**config.mk**
```make
export PLATFORM = sky130hd
export DESIGN_NAME = sha256_message_digest_unit_flat
export DESIGN_NICKNAME = d
export VERILOG_FILES = /design/src/rtl/sha256_pkg.sv /design/src/rtl/sha256_in_if.sv /design/src/rtl/sha256_out_if.sv /design/src/rtl/sha256_message_digest_unit.sv /design/src/flat_wrapper.sv
export VERILOG_INCLUDE_DIRS = /design/src /design/src/rtl
export SDC_FILE = /design/constraint.sdc
export NUM_CORES = 2
export LEC_CHECK = 0
export BUFFER_PORTS_ARGS = -buffer_cell sky130_fd_sc_hd__buf_4
export CORE_MARGIN = 1.5
export CORE_UTILIZATION = 55
export CTS_CLUSTER_SIZE = 24
export DETAILED_ROUTE_END_ITERATION = 16
export GPL_TIMING_DRIVEN = 1
export PLACE_DENSITY = 0.72
export SLEW_MARGIN = 10
export SYNTH_ARGS = -nofsm -noshare
export SYNTH_HDL_FRONTEND = slang
export SYNTH_SLANG_ARGS = --single-unit
```
**constraint.sdc**
```tcl
create_clock -name clk -period 8.48 [get_ports clk]
set_input_delay 0 -clock clk [delete_from_list [all_inputs] [get_ports clk]]
set_output_delay 0 -clock clk [all_outputs]
set_load 0.05 [all_outputs]
```
**src/rtl/sha256_message_digest_unit_defines.svh**
```systemverilog
// Assertion macros for the SHA-256 digest unit.
// Depends on nothing; taken in by the files that assert.
`ifndef SHA256_MESSAGE_DIGEST_UNIT_DEFINES_SVH
`define SHA256_MESSAGE_DIGEST_UNIT_DEFINES_SVH

`ifndef SYNTH
// Same-cycle implication, disabled while in reset
`define SHA_ASSERT_IMP(label, clk, rst_n, ante, cons) \
  label: assert property (@(posedge clk) disable iff (!rst_n) (ante) |-> (cons)) \
    else $error("sha256 same-cycle check failed");
// Next-cycle implication, disabled while in reset
`define SHA_ASSERT_NXT(label, clk, rst_n, ante, cons) \
  label: assert property (@(posedge clk) disable iff (!rst_n) (ante) |=> (cons)) \
    else $error("sha256 next-cycle check failed");
`else
`define SHA_ASSERT_IMP(label, clk, rst_n, ante, cons)
`define SHA_ASSERT_NXT(label, clk, rst_n, ante, cons)
`endif

`endif

```
**src/rtl/sha256_pkg.sv**
```systemverilog
// Types, constants and round functions for the SHA-256 digest unit.
// Depends on nothing.
`timescale 1ns / 1ps

package sha256_pkg;

  // Sequencer states, one-hot
  typedef enum logic [4:0] {
    ST_IDLE   = 5'b00001,
    ST_PAD    = 5'b00010,
    ST_ROUND  = 5'b00100,
    ST_UPDATE = 5'b01000,
    ST_OUT    = 5'b10000
  } state_t;

  typedef logic [31:0] word_t;

  localparam logic [5:0]  BLOCK_LAST_POS = 6'd63;
  localparam logic [5:0]  LENGTH_POS     = 6'd56;
  localparam logic [5:0]  ROUND_LAST     = 6'd63;
  localparam logic [1:0]  WORD_LAST_BYTE = 2'd3;
  localparam logic [7:0]  PAD_BYTE       = 8'h80;
  localparam logic [63:0] LEN_STEP       = 64'd8;

  localparam word_t INITIAL_HASH [8] = '{
    32'h6a09e667, 32'hbb67ae85, 32'h3c6ef372, 32'ha54ff53a,
    32'h510e527f, 32'h9b05688c, 32'h1f83d9ab, 32'h5be0cd19
  };

  localparam word_t ROUND_K [64] = '{
    32'h428a2f98, 32'h71374491, 32'hb5c0fbcf, 32'he9b5dba5,
    32'h3956c25b, 32'h59f111f1, 32'h923f82a4, 32'hab1c5ed5,
    32'hd807aa98, 32'h12835b01, 32'h243185be, 32'h550c7dc3,
    32'h72be5d74, 32'h80deb1fe, 32'h9bdc06a7, 32'hc19bf174,
    32'he49b69c1, 32'hefbe4786, 32'h0fc19dc6, 32'h240ca1cc,
    32'h2de92c6f, 32'h4a7484aa, 32'h5cb0a9dc, 32'h76f988da,
    32'h983e5152, 32'ha831c66d, 32'hb00327c8, 32'hbf597fc7,
    32'hc6e00bf3, 32'hd5a79147, 32'h06ca6351, 32'h14292967,
    32'h27b70a85, 32'h2e1b2138, 32'h4d2c6dfc, 32'h53380d13,
    32'h650a7354, 32'h766a0abb, 32'h81c2c92e, 32'h92722c85,
    32'ha2bfe8a1, 32'ha81a664b, 32'hc24b8b70, 32'hc76c51a3,
    32'hd192e819, 32'hd6990624, 32'hf40e3585, 32'h106aa070,
    32'h19a4c116, 32'h1e376c08, 32'h2748774c, 32'h34b0bcb5,
    32'h391c0cb3, 32'h4ed8aa4a, 32'h5b9cca4f, 32'h682e6ff3,
    32'h748f82ee, 32'h78a5636f, 32'h84c87814, 32'h8cc70208,
    32'h90befffa, 32'ha4506ceb, 32'hbef9a3f7, 32'hc67178f2
  };

  // Sigma0 of the round: rotr 2, 13, 22
  function automatic word_t big_sigma0(input word_t x);
    return {x[1:0], x[31:2]} ^ {x[12:0], x[31:13]} ^ {x[21:0], x[31:22]};
  endfunction

  // Sigma1 of the round: rotr 6, 11, 25
  function automatic word_t big_sigma1(input word_t x);
    return {x[5:0], x[31:6]} ^ {x[10:0], x[31:11]} ^ {x[24:0], x[31:25]};
  endfunction

  // sigma0 of the schedule: rotr 7, rotr 18, shr 3
  function automatic word_t small_sigma0(input word_t x);
    return {x[6:0], x[31:7]} ^ {x[17:0], x[31:18]} ^ {3'b000, x[31:3]};
  endfunction

  // sigma1 of the schedule: rotr 17, rotr 19, shr 10
  function automatic word_t small_sigma1(input word_t x);
    return {x[16:0], x[31:17]} ^ {x[18:0], x[31:19]} ^ {10'b0, x[31:10]};
  endfunction

endpackage

```
**src/rtl/sha256_in_if.sv**
```systemverilog
// Input channel of the SHA-256 digest unit: one message byte per word.
// Depends on nothing.
`timescale 1ns / 1ps

interface sha256_in_if;
  logic       valid;
  logic       ready;
  logic [7:0] data_byte;
  logic       has_byte;
  logic       end_of_message;

  modport source (output valid, output data_byte, output has_byte,
                  output end_of_message, input ready);
  modport sink   (input valid, input data_byte, input has_byte,
                  input end_of_message, output ready);
endinterface

```
**src/rtl/sha256_out_if.sv**
```systemverilog
// Result channel of the SHA-256 digest unit: one digest word per word.
// Depends on nothing.
`timescale 1ns / 1ps

interface sha256_out_if;
  logic        valid;
  logic        ready;
  logic [31:0] digest_word;
  logic [2:0]  word_index;
  logic        last_word;

  modport source (output valid, output digest_word, output word_index,
                  output last_word, input ready);
  modport sink   (input valid, input digest_word, input word_index,
                  input last_word, output ready);
endinterface

```
**src/rtl/sha256_message_digest_unit.sv**
```systemverilog
// Channel   | Dir | Handshake   | Payload
// in_stream | in  | valid/ready | data_byte[7:0], has_byte, end_of_message
// out_stream| out | valid/ready | digest_word[31:0], word_index[2:0], last_word
//
// A byte that does not fill the block is packed at once, and the next byte can follow
// straight after it. The 64th byte of a block starts 64 rounds on the single round unit,
// then the hash update; no byte is taken until they are done. At end of message padding
// goes in one byte per cycle while no compression runs (up to 72 bytes, with one or two
// compressions), then the eight digest words. Reset is synchronous; no clear pass.
// in_stream.ready is high only while idle; a stalled digest word holds.
//
// SHA-256 digest unit top level; uses sha256_pkg, sha256_in_if,
// sha256_out_if and sha256_message_digest_unit_defines.svh.
`timescale 1ns / 1ps
`include "sha256_message_digest_unit_defines.svh"

module sha256_message_digest_unit (
  input  logic          clk,
  input  logic          rst_n,
  sha256_in_if.sink     in_stream,
  sha256_out_if.source  out_stream
);

  sha256_pkg::state_t state_r, state_nxt;

  // hash, working variables a..h and the 16-word block/schedule window
  sha256_pkg::word_t hash_r [8];
  sha256_pkg::word_t hash_nxt [8];
  sha256_pkg::word_t var_r [8];
  sha256_pkg::word_t var_nxt [8];
  sha256_pkg::word_t w_r [16];
  sha256_pkg::word_t w_nxt [16];

  logic [23:0] acc_r, acc_nxt;      // bytes of the word being packed
  logic [5:0]  pos_r, pos_nxt;      // bytes held in the block
  logic [63:0] len_r, len_nxt;      // message length in bits
  logic [5:0]  rnd_r, rnd_nxt;
  logic [2:0]  oidx_r, oidx_nxt;
  logic        pad_active_r, pad_active_nxt;
  logic        pad_first_r, pad_first_nxt;
  logic        len_phase_r, len_phase_nxt;
  logic        final_blk_r, final_blk_nxt;

  logic        ins;
  logic [7:0]  ins_byte;
  logic        is_len;
  logic [63:0] len_shift;
  sha256_pkg::word_t t1, t2, w_new;

  // round and schedule datapath
  always_comb begin
    t1 = var_r[7] + sha256_pkg::big_sigma1(var_r[4])
       + ((var_r[4] & var_r[5]) ^ (~var_r[4] & var_r[6]))
       + sha256_pkg::ROUND_K[rnd_r] + w_r[0];
    t2 = sha256_pkg::big_sigma0(var_r[0])
       + ((var_r[0] & var_r[1]) ^ (var_r[0] & var_r[2]) ^ (var_r[1] & var_r[2]));
    w_new = sha256_pkg::small_sigma1(w_r[14]) + w_r[9]
          + sha256_pkg::small_sigma0(w_r[1]) + w_r[0];
  end

  // padding byte: 0x80 first, zeros, then the length big-endian from pos 56
  assign is_len    = !pad_first_r && (len_phase_r || (pos_r == sha256_pkg::LENGTH_POS));
  assign len_shift = len_r << {pos_r[2:0], 3'b000};

  // sequencer
  always_comb begin
    state_nxt      = state_r;
    hash_nxt       = hash_r;
    var_nxt        = var_r;
    w_nxt          = w_r;
    acc_nxt        = acc_r;
    pos_nxt        = pos_r;
    len_nxt        = len_r;
    rnd_nxt        = rnd_r;
    oidx_nxt       = oidx_r;
    pad_active_nxt = pad_active_r;
    pad_first_nxt  = pad_first_r;
    len_phase_nxt  = len_phase_r;
    final_blk_nxt  = final_blk_r;
    ins            = 1'b0;
    ins_byte       = in_stream.data_byte;

    unique case (state_r)
      sha256_pkg::ST_IDLE: begin
        if (in_stream.valid) begin
          if (in_stream.has_byte) begin
            ins     = 1'b1;
            len_nxt = len_r + sha256_pkg::LEN_STEP;
          end
          if (in_stream.has_byte && (pos_r == sha256_pkg::BLOCK_LAST_POS)) begin
            state_nxt      = sha256_pkg::ST_ROUND;
            pad_active_nxt = in_stream.end_of_message;
            pad_first_nxt  = in_stream.end_of_message;
          end else if (in_stream.end_of_message) begin
            state_nxt      = sha256_pkg::ST_PAD;
            pad_active_nxt = 1'b1;
            pad_first_nxt  = 1'b1;
          end
        end
      end
      sha256_pkg::ST_PAD: begin
        ins           = 1'b1;
        pad_first_nxt = 1'b0;
        if (pad_first_r) begin
          ins_byte = sha256_pkg::PAD_BYTE;
        end else if (is_len) begin
          ins_byte = len_shift[63:56];
        end else begin
          ins_byte = 8'h00;
        end
        if (is_len) begin
          len_phase_nxt = 1'b1;
        end
        if (pos_r == sha256_pkg::BLOCK_LAST_POS) begin
          state_nxt     = sha256_pkg::ST_ROUND;
          final_blk_nxt = is_len;
        end
      end
      sha256_pkg::ST_ROUND: begin
        // one round per cycle; window slides by one word
        var_nxt[0] = t1 + t2;
        var_nxt[1] = var_r[0];
        var_nxt[2] = var_r[1];
        var_nxt[3] = var_r[2];
        var_nxt[4] = var_r[3] + t1;
        var_nxt[5] = var_r[4];
        var_nxt[6] = var_r[5];
        var_nxt[7] = var_r[6];
        for (int i = 0; i < 15; i++) begin
          w_nxt[i] = w_r[i + 1];
        end
        w_nxt[15] = w_new;
        rnd_nxt   = rnd_r + 6'd1;
        if (rnd_r == sha256_pkg::ROUND_LAST) begin
          state_nxt = sha256_pkg::ST_UPDATE;
        end
      end
      sha256_pkg::ST_UPDATE: begin
        for (int i = 0; i < 8; i++) begin
          hash_nxt[i] = hash_r[i] + var_r[i];
        end
        if (final_blk_r) begin
          state_nxt = sha256_pkg::ST_OUT;
          oidx_nxt  = 3'd0;
        end else if (pad_active_r) begin
          state_nxt = sha256_pkg::ST_PAD;
        end else begin
          state_nxt = sha256_pkg::ST_IDLE;
        end
      end
      sha256_pkg::ST_OUT: begin
        if (out_stream.ready) begin
          oidx_nxt = oidx_r + 3'd1;
          if (&oidx_r) begin
            // digest out: back to the initial state for the next message
            state_nxt      = sha256_pkg::ST_IDLE;
            hash_nxt       = sha256_pkg::INITIAL_HASH;
            len_nxt        = '0;
            pad_active_nxt = 1'b0;
            pad_first_nxt  = 1'b0;
            len_phase_nxt  = 1'b0;
            final_blk_nxt  = 1'b0;
          end
        end
      end
      default: begin
        state_nxt = sha256_pkg::ST_IDLE;
      end
    endcase

    // byte packing, shared by message and padding bytes
    if (ins) begin
      acc_nxt = {acc_r[15:0], ins_byte};
      pos_nxt = pos_r + 6'd1;
      if (pos_r[1:0] == sha256_pkg::WORD_LAST_BYTE) begin
        for (int i = 0; i < 15; i++) begin
          w_nxt[i] = w_r[i + 1];
        end
        w_nxt[15] = {acc_r, ins_byte};
      end
      if (pos_r == sha256_pkg::BLOCK_LAST_POS) begin
        var_nxt = hash_r;
        rnd_nxt = 6'd0;
      end
    end
  end

  // control state
  always_ff @(posedge clk) begin
    if (!rst_n) begin
      state_r      <= sha256_pkg::ST_IDLE;
      hash_r       <= sha256_pkg::INITIAL_HASH;
      pos_r        <= '0;
      len_r        <= '0;
      rnd_r        <= '0;
      oidx_r       <= '0;
      pad_active_r <= 1'b0;
      pad_first_r  <= 1'b0;
      len_phase_r  <= 1'b0;
      final_blk_r  <= 1'b0;
    end else begin
      state_r      <= state_nxt;
      hash_r       <= hash_nxt;
      pos_r        <= pos_nxt;
      len_r        <= len_nxt;
      rnd_r        <= rnd_nxt;
      oidx_r       <= oidx_nxt;
      pad_active_r <= pad_active_nxt;
      pad_first_r  <= pad_first_nxt;
      len_phase_r  <= len_phase_nxt;
      final_blk_r  <= final_blk_nxt;
    end
  end

  // payload, no reset
  always_ff @(posedge clk) begin
    var_r <= var_nxt;
    w_r   <= w_nxt;
    acc_r <= acc_nxt;
  end

  // ports
  assign in_stream.ready        = (state_r == sha256_pkg::ST_IDLE);
  assign out_stream.valid       = (state_r == sha256_pkg::ST_OUT);
  assign out_stream.digest_word = hash_r[oidx_r];
  assign out_stream.word_index  = oidx_r;
  assign out_stream.last_word   = &oidx_r;

  // checks
  `SHA_ASSERT_IMP(a_no_overlap, clk, rst_n, out_stream.valid, !in_stream.ready)
  `SHA_ASSERT_IMP(a_round_aligned, clk, rst_n, (state_r == sha256_pkg::ST_ROUND), (pos_r == 6'd0))
  `SHA_ASSERT_NXT(a_round_end, clk, rst_n, (state_r == sha256_pkg::ST_ROUND) && (rnd_r == sha256_pkg::ROUND_LAST), (state_r == sha256_pkg::ST_UPDATE))
  `SHA_ASSERT_NXT(a_digest_done, clk, rst_n, out_stream.valid && out_stream.ready && out_stream.last_word, (state_r == sha256_pkg::ST_IDLE) && (len_r == 64'd0) && !pad_active_r)
  `SHA_ASSERT_IMP(a_len_in_pad, clk, rst_n, len_phase_r, pad_active_r)

endmodule

```
**src/flat_wrapper.sv**
```systemverilog
// flat-port wrapper written by rule: the top's interface ports become plain ports
module sha256_message_digest_unit_flat 
  (clk, rst_n, in_stream_valid, in_stream_data_byte, in_stream_has_byte, in_stream_end_of_message, in_stream_ready, out_stream_valid, out_stream_digest_word, out_stream_word_index, out_stream_last_word, out_stream_ready);
  sha256_in_if in_stream_i ();
  sha256_out_if out_stream_i ();
  input  logic clk;
  input  logic rst_n;
  input wire logic [$bits(in_stream_i.valid)-1:0] in_stream_valid;
  input wire logic [$bits(in_stream_i.data_byte)-1:0] in_stream_data_byte;
  input wire logic [$bits(in_stream_i.has_byte)-1:0] in_stream_has_byte;
  input wire logic [$bits(in_stream_i.end_of_message)-1:0] in_stream_end_of_message;
  output wire logic [$bits(in_stream_i.ready)-1:0] in_stream_ready;
  output wire logic [$bits(out_stream_i.valid)-1:0] out_stream_valid;
  output wire logic [$bits(out_stream_i.digest_word)-1:0] out_stream_digest_word;
  output wire logic [$bits(out_stream_i.word_index)-1:0] out_stream_word_index;
  output wire logic [$bits(out_stream_i.last_word)-1:0] out_stream_last_word;
  input wire logic [$bits(out_stream_i.ready)-1:0] out_stream_ready;
  assign in_stream_i.valid = in_stream_valid;
  assign in_stream_i.data_byte = in_stream_data_byte;
  assign in_stream_i.has_byte = in_stream_has_byte;
  assign in_stream_i.end_of_message = in_stream_end_of_message;
  assign in_stream_ready = in_stream_i.ready;
  assign out_stream_valid = out_stream_i.valid;
  assign out_stream_digest_word = out_stream_i.digest_word;
  assign out_stream_word_index = out_stream_i.word_index;
  assign out_stream_last_word = out_stream_i.last_word;
  assign out_stream_i.ready = out_stream_ready;
  sha256_message_digest_unit u_core (.clk(clk), .rst_n(rst_n), .in_stream(in_stream_i), .out_stream(out_stream_i));
endmodule
```
==> flow_summary.yaml <==
run_status:
  outcome: "finished, final reports clean"
clock_tree:
  clock_tree_from_tritoncts: "yes"
  cts.htree.levels: 3
  cts.clk_slew.worst_paths_ps: 70
  tritoncts.num_buffers: 120
  max-clock-path-buffers: 3
  root_buffer_master: "clkbuf_16"
  tritoncts_num_sinks: 1133
  worstSkewPairLatency_ps: 800
sta:
  timing.final.crit_period_ps: 8290
  final-max-slew-violation-count: 0
  slew_headroom_pct: 23.3
  clock.fmax_ghz: 0.121
  timing.final.crit_share_pct: 97.8
  grt_setup_unrepaired: "true"
  finalSetupViolCount: 0
  finalHoldViolCount: 0
  finClkSkew_ps: 95.4
  worst_pin_slew_ps: 1140
floorplanning:
  rows: 130
  floorplan.die_area_mm2: 0.129
  chipHeight_um: 360
  initial_utilization_pct: 55.5
  core-area_mm2: 0.126
  floorplan.io_pins: 52
  die_w_um: 360
yosys:
  ys_ff_latch: 1133
  cell_area_after_synthesis_mm2: 0.0699
  postSynth.asyncResetShare_pct: 0
  post_synth_num_cell_types: 105
  part_of_the_yosys_area_used_for_sequential_elements_pct: 32.8
  synth_enable_flop_cells: 24
  ys_dominant_reg_cell: "dfxtp_1"
  syn-instance-count: 8790
  synthesis.area_per_instance_um2: 7.95
  mappedNetlistNets: 9396
  ys_warn_count: 0
finish:
  instances_no_fill: 10700
  drive_above_1_share_pct: 11.1
  finalNetCount: 9506
  synthToLayoutAreaGrowth_pct: 12.9
  final_core_occ_pct: 62.7
  n_fill_cell: 11100
  final_common_cell: "nand2_1"
  final_cell_mix: "nand2_1 (2312), dfxtp_1 (1100), nor2_1 (590)"
global_routing:
  first_pass_grt_wire_length_mm: 363
  global_route_met1_usage_pct: 51.0
  initial_antenna_violation_count: 11
  largest_net_degree_at_the_start_of_global_routing: 224
  globalRouteOverflowTotal: 0
  groute.usage.overall_pct: 36.3
  gr-max-usage-layer: "met2"
  global_route.usage.met3_pct: 7.06
  grt.met2_usage_pct: 54.5
  grt_pass1_vias: 59800
detailed_routing:
  detail_route.drc_violations: 0
  drt_iter0_drc: 6887
  wl_per_cell_um: 22.7
  drtAntennaViolNets: 0
  num_vias: 64200
  first_pass_iters: 6
  via_per_inst: 6.03
  route.final.wire_length_mm: 242
placement:
  gp_routability_congestion: 0.990
  instance_count_after_placement_with_tap_cells_included: 10400
  placement.io_buffers: 51
  place.detailed.hpwl_mm: 179
critical_path:
  cp-end-kind: "flop"
  worst_path_fanout_max: 5
  worstPathRequired_ps: 9090
  critical_path_s_slowest_cell: "fa_1"
  critical_path.reg2reg.endpoint: "u_core.var_r[254]"
  register_to_register_path_depth: 35
  start_kind: "flop"
  worst_ep_arrival_time_ps: 8900
  worst_path_most_repeated_cell: "buf_4"
  reg2reg_setup_slack_ps: 190
  max_stage_delay_ps: 490
  crit-reg2reg-launch: "u_core.rnd_r[0]"
  critical_path_class: "flop to flop"
run:
  drv.max_cap_violation_count: 0
worst_hold_path:
  timing.hold.worst_path_depth: 4
  timing.hold.worst_endpoint: "u_core.acc_r[4]"
  min-delay-path-class: "input pin to flop"
  timing.hold.worst.start: "in_stream_data_byte[4]"
==> repair_timing <==
action / 4_1_cts / 5_1_grt
hold buffers: 18 / 0
gates resized for setup: 8 / 117
pin swaps: 2 / 46
setup endpoints to repair: 6 / 16
endpoints found under the hold margin: 108 / 0
setup buffers: 2 / 9
==> flip-flops by register name, summed over array words and instances, names as in the netlist, 3 cells and up <==
name / count
u_core.state_r: 5
u_core.var_r: 256
u_core.acc_r: 24
u_core.out_stream.word_index: 3
u_core.hash_r: 256
u_core.len_r: 61
u_core.pos_r: 6
u_core.w_r: 512
u_core.rnd_r: 6
==> cell usage after synthesis, types with 14 or more instances <==
master	n	area, µm²
or3_1	35	219
nor2_1	599	2250
a21boi_0	17	128
o311ai_0	15	131
clkbuf_1	483	1810
a311oi_1	14	123
nand3_1	113	566
maj3_1	26	260
buf_1	46	173
o211ai_1	27	203
o21ai_0	366	1830
nand2b_1	51	319
a21oi_1	506	2530
nand4_1	36	225
o21bai_1	55	413
xnor2_1	420	3680
inv_1	300	1130
and3_1	64	400
nor2b_1	120	751
or2_2	18	113
and2_1	38	238
a211o_1	18	158
o22ai_1	90	563
mux4_2	80	1800
mux2_2	38	428
a221oi_1	17	149
a31oi_1	252	1580
xor2_1	199	1740
mux2i_1	42	420
dfxtp_1	1109	22200
nor3_1	82	410
nand2_1	2318	8700
a21o_1	164	1230
edfxtp_1	24	721
a22oi_1	68	510
fa_1	195	3900
a211oi_1	58	435
o21a_1	64	480
ha_1	397	4970
==> kinds of logic (layout without fill, tap and decap cells) <==
logic type | count (synthesis) | in the layout | share of synthesized area [%]
compound gates | 1880 | 1880 | 16.9
fa+ha+maj | 618 | 618 | 13.1
other cells | 0 | 1 | 0
buf+inv | 838 | 1051 | 4.57
flops | 1133 | 1133 | 32.8
xor+xnor | 621 | 621 | 7.82
simple gates | 3540 | 3540 | 21.1
mux | 160 | 160 | 3.79
==> critical path, delay by kind of cell, from the launching register on <==
family	cells	cell delay, ps
compound gates	12	2320
buf+inv	8	1040
xor+xnor	1	110
mux	1	210
fa+ha+maj	7	2640
flops	1	380
simple gates	6	1420
==> worst max-delay path by stage <==
| stage | startpoint | to | slack [ps] | depth (start not counted) |
|---|---|---|---|---|
| finish | u_core.rnd_r[0] | u_core.var_r[254] | 190 | 35 |
| global route | u_core.rnd_r[1] | u_core.var_r[254] | -90 | 39 |
| CTS | u_core.rnd_r[0] | u_core.var_r[254] | -5 | 39 |
| detailed placement | u_core.rnd_r[0] | u_core.var_r[255] | -210 | 39 |
| global placement | u_core.rnd_r[0] | u_core.var_r[254] | -200 | 37 |
| floorplan | u_core.rnd_r[0] | u_core.var_r[254] | 70 | 33 |
==> final cells by class <==
class	instances	area (µm²)	area share, %
flip-flops and latches	1133	22900	29.1
clock buffers	164	3440	4.36
repair buffers	523	4190	5.32
multi-input cells	6819	44300	56.2
diodes	1	2.50	0.00317
clock inverters	61	772	0.978
well taps	1650	2060	2.62
inverters	303	1140	1.44
==> routing by layer <==
layer	vias up	wire (µm)
li1	30100	-
met1	30800	103000
met2	2806	103000
met3	522	23800
met4	6	11600
met5	-	35
==> through the flow <==
stage	hold slack, ps	worst slack (ps)	instance area, µm²	TNS, ps
2_1_floorplan	158	71.4	69900	0
3_3_place_gp	308	-201	73900	-882
3_5_place_dp	333	-213	73900	-988
4_1_cts	196	-5.48	78400	-5.48
5_1_grt	241	-90.0	78900	-233
6_report	231	187	78900	0
Power is not shown: default switching activity piles up to over one toggle a cycle in this logic, so the estimate is an artifact.
